## src/rtl/utp_pkg.sv

```systemverilog
// ----------------------------------------------------------------------------
// utp_pkg
// Shared types, codes and helpers of the UTF-8 text paginator.
// ----------------------------------------------------------------------------
package utp_pkg;

    localparam int QDEPTH = 4;
    localparam int QIDX_W = $clog2(QDEPTH);
    localparam int QCNT_W = $clog2(QDEPTH + 1);

    // queue operation codes
    localparam logic [1:0] OP_CHAR = 2'd0;
    localparam logic [1:0] OP_ERR  = 2'd1;
    localparam logic [1:0] OP_EOF  = 2'd2;

    // result kinds
    localparam logic [1:0] KIND_PAGE     = 2'd0;
    localparam logic [1:0] KIND_ERROR    = 2'd1;
    localparam logic [1:0] KIND_DONE     = 2'd2;
    localparam logic [1:0] KIND_DONE_ERR = 2'd3;

    // register indexes
    localparam logic [2:0] REG_NARROW = 3'd0;
    localparam logic [2:0] REG_WIDE   = 3'd1;
    localparam logic [2:0] REG_LINE_W = 3'd2;
    localparam logic [2:0] REG_PITCH  = 3'd3;
    localparam logic [2:0] REG_HEIGHT = 3'd4;

    localparam logic [7:0]  BYTE_LF    = 8'h0A;
    localparam logic [31:0] SAT32      = 32'hFFFF_FFFF;

    typedef struct packed {
        logic [1:0]  op;
        logic        flag;   // OP_CHAR: multibyte; OP_EOF: error seen
        logic        lf;
        logic [31:0] value;  // byte offset or byte total
    } qent_t;

    typedef struct packed {
        logic [7:0]  narrow_width;
        logic [7:0]  wide_width;
        logic [11:0] line_width;
        logic [7:0]  line_pitch;
        logic [11:0] page_height;
    } cfg_t;

    function automatic logic [31:0] sat_inc(input logic [31:0] v);
        sat_inc = (v == SAT32) ? v : v + 32'd1;
    endfunction

    function automatic logic [2:0] trail_count(input logic [7:0] b);
        if (!b[5])
            trail_count = 3'd1;
        else if (!b[4])
            trail_count = 3'd2;
        else if (!b[3])
            trail_count = 3'd3;
        else if (!b[2])
            trail_count = 3'd4;
        else
            trail_count = 3'd5;
    endfunction

endpackage

```

## src/rtl/utf8_text_paginator_top.sv

```systemverilog
// ----------------------------------------------------------------------------
// utf8_text_paginator_top
// Splits a UTF-8 byte stream into display pages.
//
// Input stream (s_*): one item per byte; s_tuser is the command (0 text byte,
// 1 end of file), s_tdata the byte. Output stream (m_*): page starts,
// encoding errors and end-of-file summaries; m_tuser is the kind.
// Configuration channel (cfg_*): register index and data, always ready;
// write only while the block is idle.
// Throughput: one item per cycle while the queue is not full. The classifier
// updates its counters as the item is accepted; the layout engine takes one
// queue entry per cycle unless a result stalls, its pen update being a 13-bit
// add and compare followed by the page check. A result passes from its input
// item through the queue into the result register, which drives m_tvalid.
// When a result waits with m_tready low the result register holds, the
// four-entry queue fills and s_tready drops once it is full.
// Reset: all counters and the pen cleared, registers take their defaults
// (narrow 6, wide 12, line width 296, pitch 14, height 128).
// ----------------------------------------------------------------------------
module utf8_text_paginator_top
    import utp_pkg::*;
(
    input  logic        clk,
    input  logic        rst_n,
    input  logic        s_tvalid,
    output logic        s_tready,
    input  logic [7:0]  s_tdata,   // [7:0] byte_value
    input  logic        s_tuser,   // [0] cmd
    output logic        m_tvalid,
    input  logic        m_tready,
    output logic [63:0] m_tdata,   // [31:0] page_number, [63:32] byte_offset
    output logic [1:0]  m_tuser,   // [1:0] kind
    input  logic        cfg_valid,
    output logic        cfg_ready,
    input  logic [2:0]  cfg_index,
    input  logic [11:0] cfg_data
);

    cfg_t  cfg_reg;
    logic  q_full, q_empty, q_push, q_pop, s_accept;
    qent_t q_in, q_head;

    assign cfg_ready = 1'b1;
    assign s_tready  = !q_full;
    assign s_accept  = s_tvalid && s_tready;

    always_ff @(posedge clk or negedge rst_n)
    begin
        if (!rst_n)
        begin
            cfg_reg.narrow_width <= 8'd6;
            cfg_reg.wide_width   <= 8'd12;
            cfg_reg.line_width   <= 12'd296;
            cfg_reg.line_pitch   <= 8'd14;
            cfg_reg.page_height  <= 12'd128;
        end
        else if (cfg_valid)
        begin
            case (cfg_index)
                REG_NARROW: cfg_reg.narrow_width <= cfg_data[7:0];
                REG_WIDE:   cfg_reg.wide_width   <= cfg_data[7:0];
                REG_LINE_W: cfg_reg.line_width   <= cfg_data;
                REG_PITCH:  cfg_reg.line_pitch   <= cfg_data[7:0];
                REG_HEIGHT: cfg_reg.page_height  <= cfg_data;
                default:    cfg_reg <= cfg_reg;
            endcase
        end
    end

    utp_front u_front (
        .clk        (clk),
        .rst_n      (rst_n),
        .accept     (s_accept),
        .cmd        (s_tuser),
        .byte_value (s_tdata),
        .push       (q_push),
        .push_ent   (q_in)
    );

    utp_queue u_queue (
        .clk      (clk),
        .rst_n    (rst_n),
        .push     (q_push),
        .push_ent (q_in),
        .pop      (q_pop),
        .full     (q_full),
        .empty    (q_empty),
        .head     (q_head)
    );

    utp_back u_back (
        .clk        (clk),
        .rst_n      (rst_n),
        .cfg        (cfg_reg),
        .empty      (q_empty),
        .head       (q_head),
        .pop        (q_pop),
        .out_valid  (m_tvalid),
        .out_ready  (m_tready),
        .out_kind   (m_tuser),
        .out_page   (m_tdata[31:0]),
        .out_offset (m_tdata[63:32])
    );

endmodule

```

## src/rtl/utp_front.sv

```systemverilog
// ----------------------------------------------------------------------------
// utp_front
// Byte classifier: counts bytes, skips continuation bytes, flags stray
// continuation bytes and forwards characters, errors and end of file.
// ----------------------------------------------------------------------------
module utp_front
    import utp_pkg::*;
(
    input  logic        clk,
    input  logic        rst_n,
    input  logic        accept,
    input  logic        cmd,
    input  logic [7:0]  byte_value,
    output logic        push,
    output qent_t       push_ent
);

    logic [31:0] byte_cnt_reg, byte_cnt_next;
    logic [2:0]  skip_reg, skip_next;
    logic        err_reg, err_next;

    always_comb
    begin
        byte_cnt_next = byte_cnt_reg;
        skip_next     = skip_reg;
        err_next      = err_reg;
        push          = 1'b0;
        push_ent.op   = OP_CHAR;
        push_ent.flag = 1'b0;
        push_ent.lf   = 1'b0;
        push_ent.value = byte_cnt_reg;
        if (accept)
        begin
            if (cmd)
            begin
                push          = 1'b1;
                push_ent.op   = OP_EOF;
                push_ent.flag = err_reg;
                byte_cnt_next = '0;
                skip_next     = '0;
                err_next      = 1'b0;
            end
            else
            begin
                byte_cnt_next = sat_inc(byte_cnt_reg);
                if (err_reg)
                begin
                    skip_next = skip_reg;
                end
                else if (skip_reg != 3'd0)
                begin
                    skip_next = skip_reg - 3'd1;
                end
                else if (byte_value[7] && !byte_value[6])
                begin
                    err_next    = 1'b1;
                    push        = 1'b1;
                    push_ent.op = OP_ERR;
                end
                else
                begin
                    push          = 1'b1;
                    push_ent.flag = byte_value[7];
                    push_ent.lf   = (byte_value == BYTE_LF);
                    skip_next     = byte_value[7] ? trail_count(byte_value) : 3'd0;
                end
            end
        end
    end

    always_ff @(posedge clk or negedge rst_n)
    begin
        if (!rst_n)
        begin
            byte_cnt_reg <= '0;
            skip_reg     <= '0;
            err_reg      <= 1'b0;
        end
        else
        begin
            byte_cnt_reg <= byte_cnt_next;
            skip_reg     <= skip_next;
            err_reg      <= err_next;
        end
    end

endmodule

```

## src/rtl/utp_queue.sv

```systemverilog
// ----------------------------------------------------------------------------
// utp_queue
// Small FIFO between the classifier and the layout engine.
// ----------------------------------------------------------------------------
module utp_queue
    import utp_pkg::*;
(
    input  logic  clk,
    input  logic  rst_n,
    input  logic  push,
    input  qent_t push_ent,
    input  logic  pop,
    output logic  full,
    output logic  empty,
    output qent_t head
);

    qent_t             mem [QDEPTH];
    logic [QIDX_W-1:0] wr_ptr_reg, rd_ptr_reg;
    logic [QCNT_W-1:0] count_reg;

    assign full  = (count_reg == QCNT_W'(QDEPTH));
    assign empty = (count_reg == '0);
    assign head  = mem[rd_ptr_reg];

    always_ff @(posedge clk)
    begin
        if (push)
            mem[wr_ptr_reg] <= push_ent;
    end

    always_ff @(posedge clk or negedge rst_n)
    begin
        if (!rst_n)
        begin
            wr_ptr_reg <= '0;
            rd_ptr_reg <= '0;
            count_reg  <= '0;
        end
        else
        begin
            if (push)
                wr_ptr_reg <= wr_ptr_reg + QIDX_W'(1);
            if (pop)
                rd_ptr_reg <= rd_ptr_reg + QIDX_W'(1);
            if (push && !pop)
                count_reg <= count_reg + QCNT_W'(1);
            else if (pop && !push)
                count_reg <= count_reg - QCNT_W'(1);
        end
    end

`ifndef NO_ASSERTIONS
    a_no_overflow: assert property (@(posedge clk) disable iff (!rst_n)
        !(push && full))
        else $error("queue written while full");
    a_no_underflow: assert property (@(posedge clk) disable iff (!rst_n)
        !(pop && empty))
        else $error("queue read while empty");
    a_count_bound: assert property (@(posedge clk) disable iff (!rst_n)
        count_reg <= QCNT_W'(QDEPTH))
        else $error("queue count beyond depth");
    a_count_track: assert property (@(posedge clk) disable iff (!rst_n)
        (push && !pop) |=> (count_reg == $past(count_reg) + QCNT_W'(1)))
        else $error("queue count missed a write");
`endif

endmodule

```

## src/rtl/utp_back.sv

```systemverilog
// ----------------------------------------------------------------------------
// utp_back
// Layout engine: pen position, line wrap, page breaks and the result register.
// ----------------------------------------------------------------------------
module utp_back
    import utp_pkg::*;
(
    input  logic        clk,
    input  logic        rst_n,
    input  cfg_t        cfg,
    input  logic        empty,
    input  qent_t       head,
    output logic        pop,
    output logic        out_valid,
    input  logic        out_ready,
    output logic [1:0]  out_kind,
    output logic [31:0] out_page,
    output logic [31:0] out_offset
);

    logic [11:0] pen_x_reg, pen_x_next;
    logic [11:0] pen_y_reg, pen_y_next;
    logic [31:0] page_cnt_reg, page_cnt_next;
    logic        out_valid_reg;
    logic [1:0]  out_kind_reg, kind_next;
    logic [31:0] out_page_reg, page_out_next;
    logic [31:0] out_offset_reg;
    logic        res_next;

    logic [7:0]  adv;
    logic [12:0] x_sum;
    logic        wrap;
    logic        step;
    logic [12:0] y_one;
    logic [13:0] y_chk;
    logic        brk;

    assign pop = !empty && (!out_valid_reg || out_ready);

    always_comb
    begin
        adv   = head.lf ? 8'd0 : (head.flag ? cfg.wide_width : cfg.narrow_width);
        x_sum = {1'b0, pen_x_reg} + {5'd0, adv};
        wrap  = !head.lf && (x_sum >= {1'b0, cfg.line_width});
        step  = head.lf || wrap;
        y_one = {1'b0, pen_y_reg} + (step ? {5'd0, cfg.line_pitch} : 13'd0);
        y_chk = {1'b0, y_one} + {6'd0, cfg.line_pitch};
        brk   = (y_chk >= {2'd0, cfg.page_height});
    end

    always_comb
    begin
        pen_x_next    = pen_x_reg;
        pen_y_next    = pen_y_reg;
        page_cnt_next = page_cnt_reg;
        res_next      = 1'b0;
        kind_next     = KIND_PAGE;
        page_out_next = page_cnt_reg;
        case (head.op)
            OP_EOF:
            begin
                res_next      = 1'b1;
                kind_next     = head.flag ? KIND_DONE_ERR : KIND_DONE;
                page_out_next = sat_inc(page_cnt_reg);
                pen_x_next    = '0;
                pen_y_next    = '0;
                page_cnt_next = '0;
            end
            OP_ERR:
            begin
                res_next  = 1'b1;
                kind_next = KIND_ERROR;
            end
            OP_CHAR:
            begin
                if (brk)
                begin
                    page_cnt_next = sat_inc(page_cnt_reg);
                    page_out_next = page_cnt_next;
                    res_next      = 1'b1;
                    pen_x_next    = {4'd0, adv};
                    pen_y_next    = '0;
                end
                else
                begin
                    pen_y_next = y_one[11:0];
                    if (head.lf)
                        pen_x_next = '0;
                    else if (wrap)
                        pen_x_next = {4'd0, adv};
                    else
                        pen_x_next = x_sum[11:0];
                end
            end
            default:
            begin
                res_next = 1'b0;
            end
        endcase
    end

    always_ff @(posedge clk or negedge rst_n)
    begin
        if (!rst_n)
        begin
            pen_x_reg     <= '0;
            pen_y_reg     <= '0;
            page_cnt_reg  <= '0;
            out_valid_reg <= 1'b0;
        end
        else
        begin
            if (pop)
            begin
                pen_x_reg     <= pen_x_next;
                pen_y_reg     <= pen_y_next;
                page_cnt_reg  <= page_cnt_next;
                out_valid_reg <= res_next;
            end
            else if (out_ready)
            begin
                out_valid_reg <= 1'b0;
            end
        end
    end

    always_ff @(posedge clk)
    begin
        if (pop && res_next)
        begin
            out_kind_reg   <= kind_next;
            out_page_reg   <= page_out_next;
            out_offset_reg <= head.value;
        end
    end

    assign out_valid  = out_valid_reg;
    assign out_kind   = out_kind_reg;
    assign out_page   = out_page_reg;
    assign out_offset = out_offset_reg;

`ifndef NO_ASSERTIONS
    a_eof_clears: assert property (@(posedge clk) disable iff (!rst_n)
        (pop && head.op == OP_EOF) |=>
            (page_cnt_reg == '0 && pen_x_reg == '0 && pen_y_reg == '0))
        else $error("end of file left layout state behind");
    a_eof_result: assert property (@(posedge clk) disable iff (!rst_n)
        (pop && head.op == OP_EOF) |=>
            (out_valid_reg && (out_kind_reg == KIND_DONE || out_kind_reg == KIND_DONE_ERR)))
        else $error("end of file gave no summary");
    a_no_pop_stalled: assert property (@(posedge clk) disable iff (!rst_n)
        (out_valid_reg && !out_ready) |-> !pop)
        else $error("queue read while result stalled");
`endif

endmodule
```

## config.mk

```make
export PLATFORM = sky130hd
export DESIGN_NAME = utf8_text_paginator_top
export DESIGN_NICKNAME = d
export VERILOG_FILES = /design/src/rtl/utp_pkg.sv /design/src/rtl/utf8_text_paginator_top.sv /design/src/rtl/utp_front.sv /design/src/rtl/utp_queue.sv /design/src/rtl/utp_back.sv
export SDC_FILE = /design/constraint.sdc
export NUM_CORES = 1
export LEC_CHECK = 0
export ABC_AREA = 1
export BUFFER_PORTS_ARGS = -buffer_cell sky130_fd_sc_hd__buf_2
export CAP_MARGIN = 10
export CORE_MARGIN = 8
export CORE_UTILIZATION = 44
export CTS_BUF_LIST = sky130_fd_sc_hd__clkbuf_8
export CTS_CLUSTER_SIZE = 14
export DETAILED_ROUTE_END_ITERATION = 6
export PLACE_DENSITY = 0.6
export SYNTH_ARGS = -nofsm -noshare
export SYNTH_HDL_FRONTEND = slang
export SYNTH_SLANG_ARGS = --single-unit
```

## constraint.sdc

```tcl
create_clock -name clk -period 17.87 [get_ports clk]
set_clock_uncertainty 0.05 [all_clocks]
set_input_delay 1.787 -clock clk [delete_from_list [all_inputs] [get_ports clk]]
set_output_delay 1.787 -clock clk [all_outputs]
set_load 0.005 [all_outputs]
```

Yosys cells after proc, flatten, opt, wreduce, memory -nomap -nowiden. Memories as Yosys holds them, arrays and structs flattened. Index checks and enable logic that the tools add are counted.

Register bits: 214. Bits in latches: 0. Memory bits (writable): 144. Memory bits (read-only): 0. Input port bits: 29. Output and inout port bits: 69. Logic and storage cells: 125. Memories: 1.

$add $sub $neg: 10. $mul: 0. Divide/modulo/power cells: 0. $lt $le $gt $ge: 2. Equal/unequal tests: 13. Shift-type cells: 0. Muxes and demuxes: 49. Bitwise gates (word level): 0. Reductions and logical operators: 32.

Memories: u_queue.mem (words 4, width 36, rd ports 1, clocked after Yosys merged registers in 0, wr ports 1, line utp_queue.sv:18) `qent_t mem [QDEPTH];`.

Operators with widths (number): 2-to-1 mux 32 bit (4); case mux 32 bit (2 select lines) (2); adder 32 x 1 -> 32 bit (second input constant) (2); equality test 32 bit (second input constant) (2); 2-to-1 mux 12 bit (4); case mux 12 bit (2 select lines) (2); 2-to-1 mux 3 bit (11); 2-to-1 mux 8 bit (3); 2-to-1 mux 1 bit (17); adder 13 x 8 -> 14 bit (1); greater-or-equal comparator 14 x 12 -> 1 bit (1); AND reduction 2 bit (7); adder 12 x 13 -> 13 bit (1); adder 12 x 8 -> 13 bit (1); greater-or-equal comparator 13 x 12 -> 1 bit (1); 2-to-1 mux 4 bit (3); equality test 8 x 4 -> 1 bit (second input constant) (1); logical AND 1 bit (7); zero test 1 bit (7); equality test 3 x 2 -> 1 bit (second input constant) (2); equality test 3 bit (second input constant) (2); zero test 3 bit (2); nonzero test 2 bit (3); subtractor 3 x 1 -> 3 bit (second input constant) (2); other kinds (15) (18).

Longest topological paths before layout. An unclocked memory read counts as a cell.

Word-level depth: 14. Mapped depth: 60. Depth with buffers taken out: 59.

Cells and area by module. From an unflattened synthesis, not the netlist that was laid out.

Cell total of the unflattened synthesis: 2244. Area total of the unflattened synthesis: 19303.5 um^2.

By module, submodules not included: utp_back (instances 1, cells each 1155, area each 8633.3 um^2, sequential area each 3408.3 um^2); utp_queue (instances 1, cells each 467, area each 6158.4 um^2, sequential area each 4499.3 um^2); utp_front (instances 1, cells each 397, area each 2553.7 um^2, sequential area each 900.9 um^2); utf8_text_paginator_top (instances 1, cells each 225, area each 1958.1 um^2, sequential area each 1214.9 um^2).

Worst setup path before layout. No wires, ideal clock.

Path type: register -> register. Start: register u_queue.rd_ptr_reg[1]. End: register u_back.out_kind_reg[0], in the netlist u_back.out_kind[0] (enable). Library setup time: 490 ps. Arrival time: 9828 ps. Data required time: 17330 ps. Path slack: 7502 ps. Cell stages (with the launch flop): 49. Path buffers: 2. Period minus slack after synthesis: 10368 ps. Cell sequence: dfrtp_1 inv_1 buf_2 nand3_1 nand2_1 inv_1 or2_2 o211ai_1 inv_1 ha_1 a21o_1 a21oi_1 o21ai_0 nand2_1 nand2_1 nand3_1 xor2_1 inv_1 [... 13 more ...] a31o_2 xor2_1 inv_1 ha_1 nand2_1 o21ai_0 nand2_1 a21oi_1 nand3_1 xor2_1 ha_1 a21oi_1 a21boi_0 a21boi_1 nand2_2 buf_2 a21oi_1 nor2_1.

Word-level cells in the longest chain between the ends: 14.

Ends and longest elaborated chain: from (decl) (line utp_queue.sv:19) `logic [QIDX_W-1:0] wr_ptr_reg, rd_ptr_reg;`; from (signal assigned) (line utp_queue.sv:45) `rd_ptr_reg <= rd_ptr_reg + QIDX_W'(1);`; memory read (4 x 36 bit) (*); 2-to-1 mux 8 bit (2 in a row) (line utp_back.sv:42) `adv = head.lf ? 8'd0 : (head.flag ? cfg.wide_width : cfg.narrow_width);`; adder 12 x 8 -> 13 bit (line utp_back.sv:43) `x_sum = {1'b0, pen_x_reg} + {5'd0, adv};`; greater-or-equal comparator 13 x 12 -> 1 bit (line utp_back.sv:44) `wrap = !head.lf && (x_sum >= {1'b0, cfg.line_width});`; logical AND 1 bit (line utp_back.sv:44); logical OR 1 bit (line utp_back.sv:45) `step = head.lf || wrap;`; 2-to-1 mux 8 bit (line utp_back.sv:46) `y_one = {1'b0, pen_y_reg} + (step ? {5'd0, cfg.line_pitch} : 13'd0);`; adder 12 x 13 -> 13 bit (line utp_back.sv:46); adder 13 x 8 -> 14 bit (line utp_back.sv:47) `y_chk = {1'b0, y_one} + {6'd0, cfg.line_pitch};`; greater-or-equal comparator 14 x 12 -> 1 bit (line utp_back.sv:48) `brk = (y_chk >= {2'd0, cfg.page_height});`; 2-to-1 mux 1 bit (line utp_back.sv:76) `if (brk)`; case mux 1 bit (2 select lines) (*) (line utp_back.sv:59) `case (head.op)`; logical AND 1 bit (*) (line utp_back.sv:129) `if (pop && res_next)`; to (signal assigned) (line utp_back.sv:131) `out_kind_reg <= kind_next;`; to (decl) (line utp_back.sv:25) `logic [1:0] out_kind_reg, kind_next;`.

Mark *: on every way between the ends. The rest lies on a longest branch, timed or not. A chain may end at the register's enable or synchronous reset.

Worst setup path in the final report.
Start: register u_queue.rd_ptr_reg[0]. End: register u_back.out_offset_reg[4], in the netlist u_back.out_offset[4] (enable).

Word-level cells in the longest chain between the ends: 14.

Ends and longest elaborated chain: memory read (4 x 36 bit) (*); 2-to-1 mux 8 bit (2 in a row) (line utp_back.sv:42); adder 12 x 8 -> 13 bit (line utp_back.sv:43); greater-or-equal comparator 13 x 12 -> 1 bit (line utp_back.sv:44); logical AND 1 bit (line utp_back.sv:44); logical OR 1 bit (line utp_back.sv:45); 2-to-1 mux 8 bit (line utp_back.sv:46); adder 12 x 13 -> 13 bit (line utp_back.sv:46); adder 13 x 8 -> 14 bit (line utp_back.sv:47); greater-or-equal comparator 14 x 12 -> 1 bit (line utp_back.sv:48); 2-to-1 mux 1 bit (line utp_back.sv:76); case mux 1 bit (2 select lines) (*) (line utp_back.sv:59); logical AND 1 bit (*) (line utp_back.sv:129); to (signal assigned) (line utp_back.sv:133) `out_offset_reg <= head.value;`; to (decl) (line utp_back.sv:27) `logic [31:0] out_offset_reg;`.

Marked as above.

==> impl_metrics.xml <==
<?xml version="1.0" encoding="UTF-8"?>
<metrics>
  <group name="status">
    <metric name="outcome" unit="">finished, final reports clean</metric>
  </group>
  <group name="setup_path">
    <metric name="r2r_start" unit="">u_queue.rd_ptr_reg[0]$_DFFE_PN0P_</metric>
    <metric name="worst_path_largest_cell_delay" unit="ns">0.84</metric>
    <metric name="rr_worst_depth" unit="">49</metric>
    <metric name="worst_setup_path_category" unit="">flop to flop</metric>
    <metric name="timing.critical_path.from_type" unit="">flop</metric>
    <metric name="crit-reg2reg-capture" unit="">u_back.out_offset[4]$_DFFE_PP_</metric>
    <metric name="worst_ep_arrival_time" unit="ns">10.97</metric>
    <metric name="crit_path_max_fanout" unit="">40</metric>
    <metric name="r2r_slack" unit="ns">7.14</metric>
    <metric name="timing.critical_path.from" unit="">u_queue.rd_ptr_reg[0]$_DFFE_PN0P_</metric>
    <metric name="worst_setup_path_endpoint" unit="">u_back.out_offset[4]$_DFFE_PP_</metric>
    <metric name="worst_path_slowest_cell" unit="">sky130_fd_sc_hd__nor2_4</metric>
    <metric name="cpMostUsedCell" unit="">sky130_fd_sc_hd__nand2_1</metric>
    <metric name="required" unit="ns">18.12</metric>
    <metric name="end_kind" unit="">flop</metric>
  </group>
  <group name="placed_design">
    <metric name="dpl_cell_area" unit="mm²">0.0193</metric>
    <metric name="io_buffers" unit="">96</metric>
    <metric name="dpl.hpwl" unit="µm">30800</metric>
    <metric name="pre_cts_slack" unit="ns">7.03</metric>
    <metric name="placed_cells_incl_taps" unit="">2553</metric>
    <metric name="gp_congestion" unit="">0.935</metric>
  </group>
  <group name="cells_and_area">
    <metric name="fill_cells" unit="">3771</metric>
    <metric name="largest_register_ff_count" unit="">144</metric>
    <metric name="nets" unit="">2176</metric>
    <metric name="drive_gt1_share" unit="%">13.6</metric>
    <metric name="antenna_cells" unit="">0</metric>
    <metric name="finalNonFillerCells" unit="">2664</metric>
    <metric name="fin_area" unit="mm²">0.0206</metric>
    <metric name="area_growth_from_synthesis_to_layout" unit="%">12.5</metric>
    <metric name="post-route-util" unit="%">50.3</metric>
  </group>
  <group name="route">
    <metric name="post_route_antenna_net_violation_count" unit="">0</metric>
    <metric name="routed_length_on_met1" unit="µm">20300</metric>
    <metric name="drc" unit="">0</metric>
    <metric name="route.vias.total" unit="">14071</metric>
    <metric name="drt_first_pass_iters" unit="">7</metric>
    <metric name="maxUsedRoutingLayer" unit="">met4</metric>
    <metric name="routed_met3_length" unit="µm">2220</metric>
    <metric name="post_drt_wl_per_cell" unit="µm">17.1</metric>
    <metric name="drt_iter0_drc" unit="">1010</metric>
    <metric name="met2RoutedLength" unit="µm">22000</metric>
    <metric name="finalWirelength" unit="µm">45600</metric>
    <metric name="vias_per_cell" unit="">5.28</metric>
  </group>
  <group name="global_route">
    <metric name="grt_start_max_net_pins" unit="">82</metric>
    <metric name="grt_first_pass_wirelength" unit="µm">73900</metric>
    <metric name="grt-ovfl-total" unit="">0</metric>
    <metric name="antenna_found_initial" unit="">0</metric>
    <metric name="vias_in_the_first_global_route" unit="">13789</metric>
    <metric name="grt_util_all_layers" unit="%">19.1</metric>
  </group>
  <group name="sta">
    <metric name="remaining_max_slew_budget_at_the_tightest_pin" unit="%">16.1</metric>
    <metric name="unrepaired_setup_endpoints_after_global_routing" unit="">false</metric>
    <metric name="tightestPinTransition" unit="ns">1.25</metric>
    <metric name="tns" unit="ns">0</metric>
    <metric name="worst_hold_slack_across_all_endpoints" unit="ns">0.432</metric>
    <metric name="period_needed" unit="ns">10.73</metric>
    <metric name="final_max_slew_viol_count" unit="">0</metric>
    <metric name="timing_hold_violations_final" unit="">0</metric>
    <metric name="report.final.setup_viol" unit="">0</metric>
    <metric name="fin_crit_sh" unit="%">60.0</metric>
    <metric name="layout_setup_ws" unit="ns">7.14</metric>
    <metric name="max_freq" unit="MHz">93.2</metric>
  </group>
  <group name="floorplan">
    <metric name="floorplan.rows" unit="">74</metric>
    <metric name="die_height" unit="µm">220</metric>
    <metric name="dieWidth" unit="µm">220</metric>
    <metric name="starting_density_of_the_core" unit="%">44.7</metric>
    <metric name="core_area" unit="mm²">0.0409</metric>
    <metric name="die_area" unit="mm²">0.0484</metric>
    <metric name="boundaryPins" unit="">98</metric>
  </group>
  <group name="clock_tree">
    <metric name="clk_pin_slew_worst_paths" unit="ns">0.06</metric>
    <metric name="ctsResizeCount" unit="">0</metric>
    <metric name="cts_hold_repair.buffers" unit="">0</metric>
    <metric name="htreeDepth" unit="">2</metric>
    <metric name="cts.sinks" unit="">358</metric>
    <metric name="clkLatencyLatePin" unit="ns">0.66</metric>
    <metric name="number_of_buffers_inserted_by_post_cts_setup_repair" unit="">0</metric>
    <metric name="cts-buffers-inserted" unit="">59</metric>
    <metric name="clock_root_buffer" unit="">sky130_fd_sc_hd__clkbuf_8</metric>
    <metric name="tritoncts" unit="">done</metric>
    <metric name="clock_path_buffers" unit="">3</metric>
  </group>
  <group name="synth">
    <metric name="syn-instance-count" unit="">1979</metric>
    <metric name="synth_fp_nets" unit="">2073</metric>
    <metric name="yosysSeqAreaShare" unit="%">54.8</metric>
    <metric name="synth_enable_flop_cells" unit="">210</metric>
    <metric name="post_synth_instance_area" unit="mm²">0.0183</metric>
    <metric name="synth.ff_latch_count" unit="">358</metric>
    <metric name="post_synthesis_mean_instance_area" unit="µm²">9.24</metric>
    <metric name="ys_types" unit="">59</metric>
    <metric name="synth_warnings" unit="">0</metric>
    <metric name="postSynth.asyncResetShare" unit="%">41.3</metric>
    <metric name="postSynth.topFlopCell" unit="">sky130_fd_sc_hd__edfxtp_1</metric>
  </group>
  <group name="pwr">
    <metric name="p_int" unit="mW">2.08</metric>
    <metric name="power_frac_seq" unit="%">36.1</metric>
    <metric name="power.total" unit="mW">3.60</metric>
    <metric name="switching_share" unit="%">42.3</metric>
    <metric name="static-leakage-power" unit="nW">8.80</metric>
    <metric name="total_switching_power" unit="mW">1.52</metric>
    <metric name="pwr_density_cell" unit="mW/mm²">175</metric>
    <metric name="clockPowerShare" unit="%">21.7</metric>
    <metric name="worst_ir_drop_vdd" unit="mV">0.149</metric>
    <metric name="pwr-share-comb" unit="%">42.2</metric>
  </group>
  <group name="run">
    <metric name="cap_violations" unit="">0</metric>
  </group>
  <group name="worst_hold_path">
    <metric name="min_path_type" unit="">flop to flop</metric>
  </group>
</metrics>
==> Yosys cell counts (all sizes together), types with 33 or more instances <==
cell type	instances	share of area, %
o21ai	174	4.8
ha	61	4.2
nand4	33	1.2
a21oi	71	2.0
edfxtp	210	34
clkbuf	47	0.96
o22ai	36	1.2
inv	209	4.3
nand3	117	3.7
xor2	44	2.1
nor2	173	3.7
nand2	500	11
dfrtp	137	19
==> critical path, delay by kind of cell (launching register included) <==
family	cells	cell delay, ns
buf+inv	9	2.02
xor+xnor	3	0.47
compound gates	10	1.97
simple gates	21	3.47
flops	1	0.41
fa+ha+maj	6	1.89
==> how the worst min path moves through the flow <==
stage	slack, ns	to	depth (start not counted)	start
floorplan	0.40	cfg_reg[44]$_DFFE_PN0P_	2	cfg_reg[44]$_DFFE_PN0P_
global placement	0.42	cfg_reg[22]$_DFFE_PN0P_	2	cfg_reg[22]$_DFFE_PN0P_
detailed placement	0.42	cfg_reg[2]$_DFFE_PN0P_	2	cfg_reg[2]$_DFFE_PN0P_
CTS	0.44	cfg_reg[2]$_DFFE_PN0P_	2	cfg_reg[2]$_DFFE_PN0P_
global route	0.46	cfg_reg[22]$_DFFE_PN0P_	2	cfg_reg[22]$_DFFE_PN0P_
finish	0.43	cfg_reg[9]$_DFFE_PN0P_	2	cfg_reg[9]$_DFFE_PN0P_
==> cell type report <==
class / instances / area [µm²] / area share [%]
Tap cell: 532 / 666 / 3.23
Clock buffer: 67 / 922 / 4.48
Inverter: 210 / 788 / 3.83
Sequential cell: 358 / 10000 / 48.7
Timing Repair Buffer: 111 / 599 / 2.91
Multi-Input combinational cell: 1342 / 7210 / 35.0
Clock inverter: 44 / 373 / 1.81
==> metal layers <==
layer,track usage [%],up-vias
met5,0,-
met4,5.92,0
met3,3.46,80
met2,32.0,323
met1,24.8,6754
li1,-,6914
==> power groups by stage <==
| stage | clock (mW) | sequential [mW] | combinational (mW) |
|---|---|---|---|
| after detailed placement | 0 | 1.31 | 1.54 |
| after global placement | 0 | 1.31 | 1.50 |
| after global routing | 0.840 | 1.32 | 1.72 |
| after CTS | 0.805 | 1.30 | 1.54 |
| final | 0.779 | 1.30 | 1.52 |
| after floorplan | 0 | 1.30 | 1.07 |
==> cells by family after synthesis <==
kind of cell / share of synthesized area [%]
AOI/OAI and AO/OA: 11.0
xor gates and xnor gates: 2.73
adders and majority gates: 4.61
buffers and inverters: 6.04
DFF: 54.8
muxes: 0.0616
other: 0.0205
and+or+nand+nor: 20.8
==> cells in the final DEF, fill, tap and decap left out, types with 4 or more instances in the layout <==
cell type	n
sky130_fd_sc_hd__a22o_1	4
sky130_fd_sc_hd__o21ai_2	4
sky130_fd_sc_hd__clkbuf_8	67
sky130_fd_sc_hd__a22oi_1	10
sky130_fd_sc_hd__o22ai_1	36
sky130_fd_sc_hd__nand2_1	473
sky130_fd_sc_hd__nor4_1	11
sky130_fd_sc_hd__inv_2	4
sky130_fd_sc_hd__nand2_2	26
sky130_fd_sc_hd__xnor2_1	13
sky130_fd_sc_hd__nand3_2	19
sky130_fd_sc_hd__o21ai_1	26
sky130_fd_sc_hd__clkinv_1	15
sky130_fd_sc_hd__buf_4	15
sky130_fd_sc_hd__xor2_1	44
sky130_fd_sc_hd__fa_1	4
sky130_fd_sc_hd__inv_1	214
sky130_fd_sc_hd__nand4_1	31
sky130_fd_sc_hd__nor2_2	4
sky130_fd_sc_hd__clkinv_2	10
sky130_fd_sc_hd__nor2_4	6
sky130_fd_sc_hd__a21oi_1	68
sky130_fd_sc_hd__o31ai_1	14
sky130_fd_sc_hd__edfxtp_1	210
sky130_fd_sc_hd__nor3_1	26
sky130_fd_sc_hd__dfrtp_1	136
sky130_fd_sc_hd__bufinv_16	6
sky130_fd_sc_hd__nand3_1	98
sky130_fd_sc_hd__o21ai_0	144
sky130_fd_sc_hd__buf_2	95
sky130_fd_sc_hd__ha_1	61
sky130_fd_sc_hd__o211ai_1	18
sky130_fd_sc_hd__nor2_1	162
sky130_fd_sc_hd__dfstp_2	11
No activity file was read; power rests on OpenSTA's default activity.
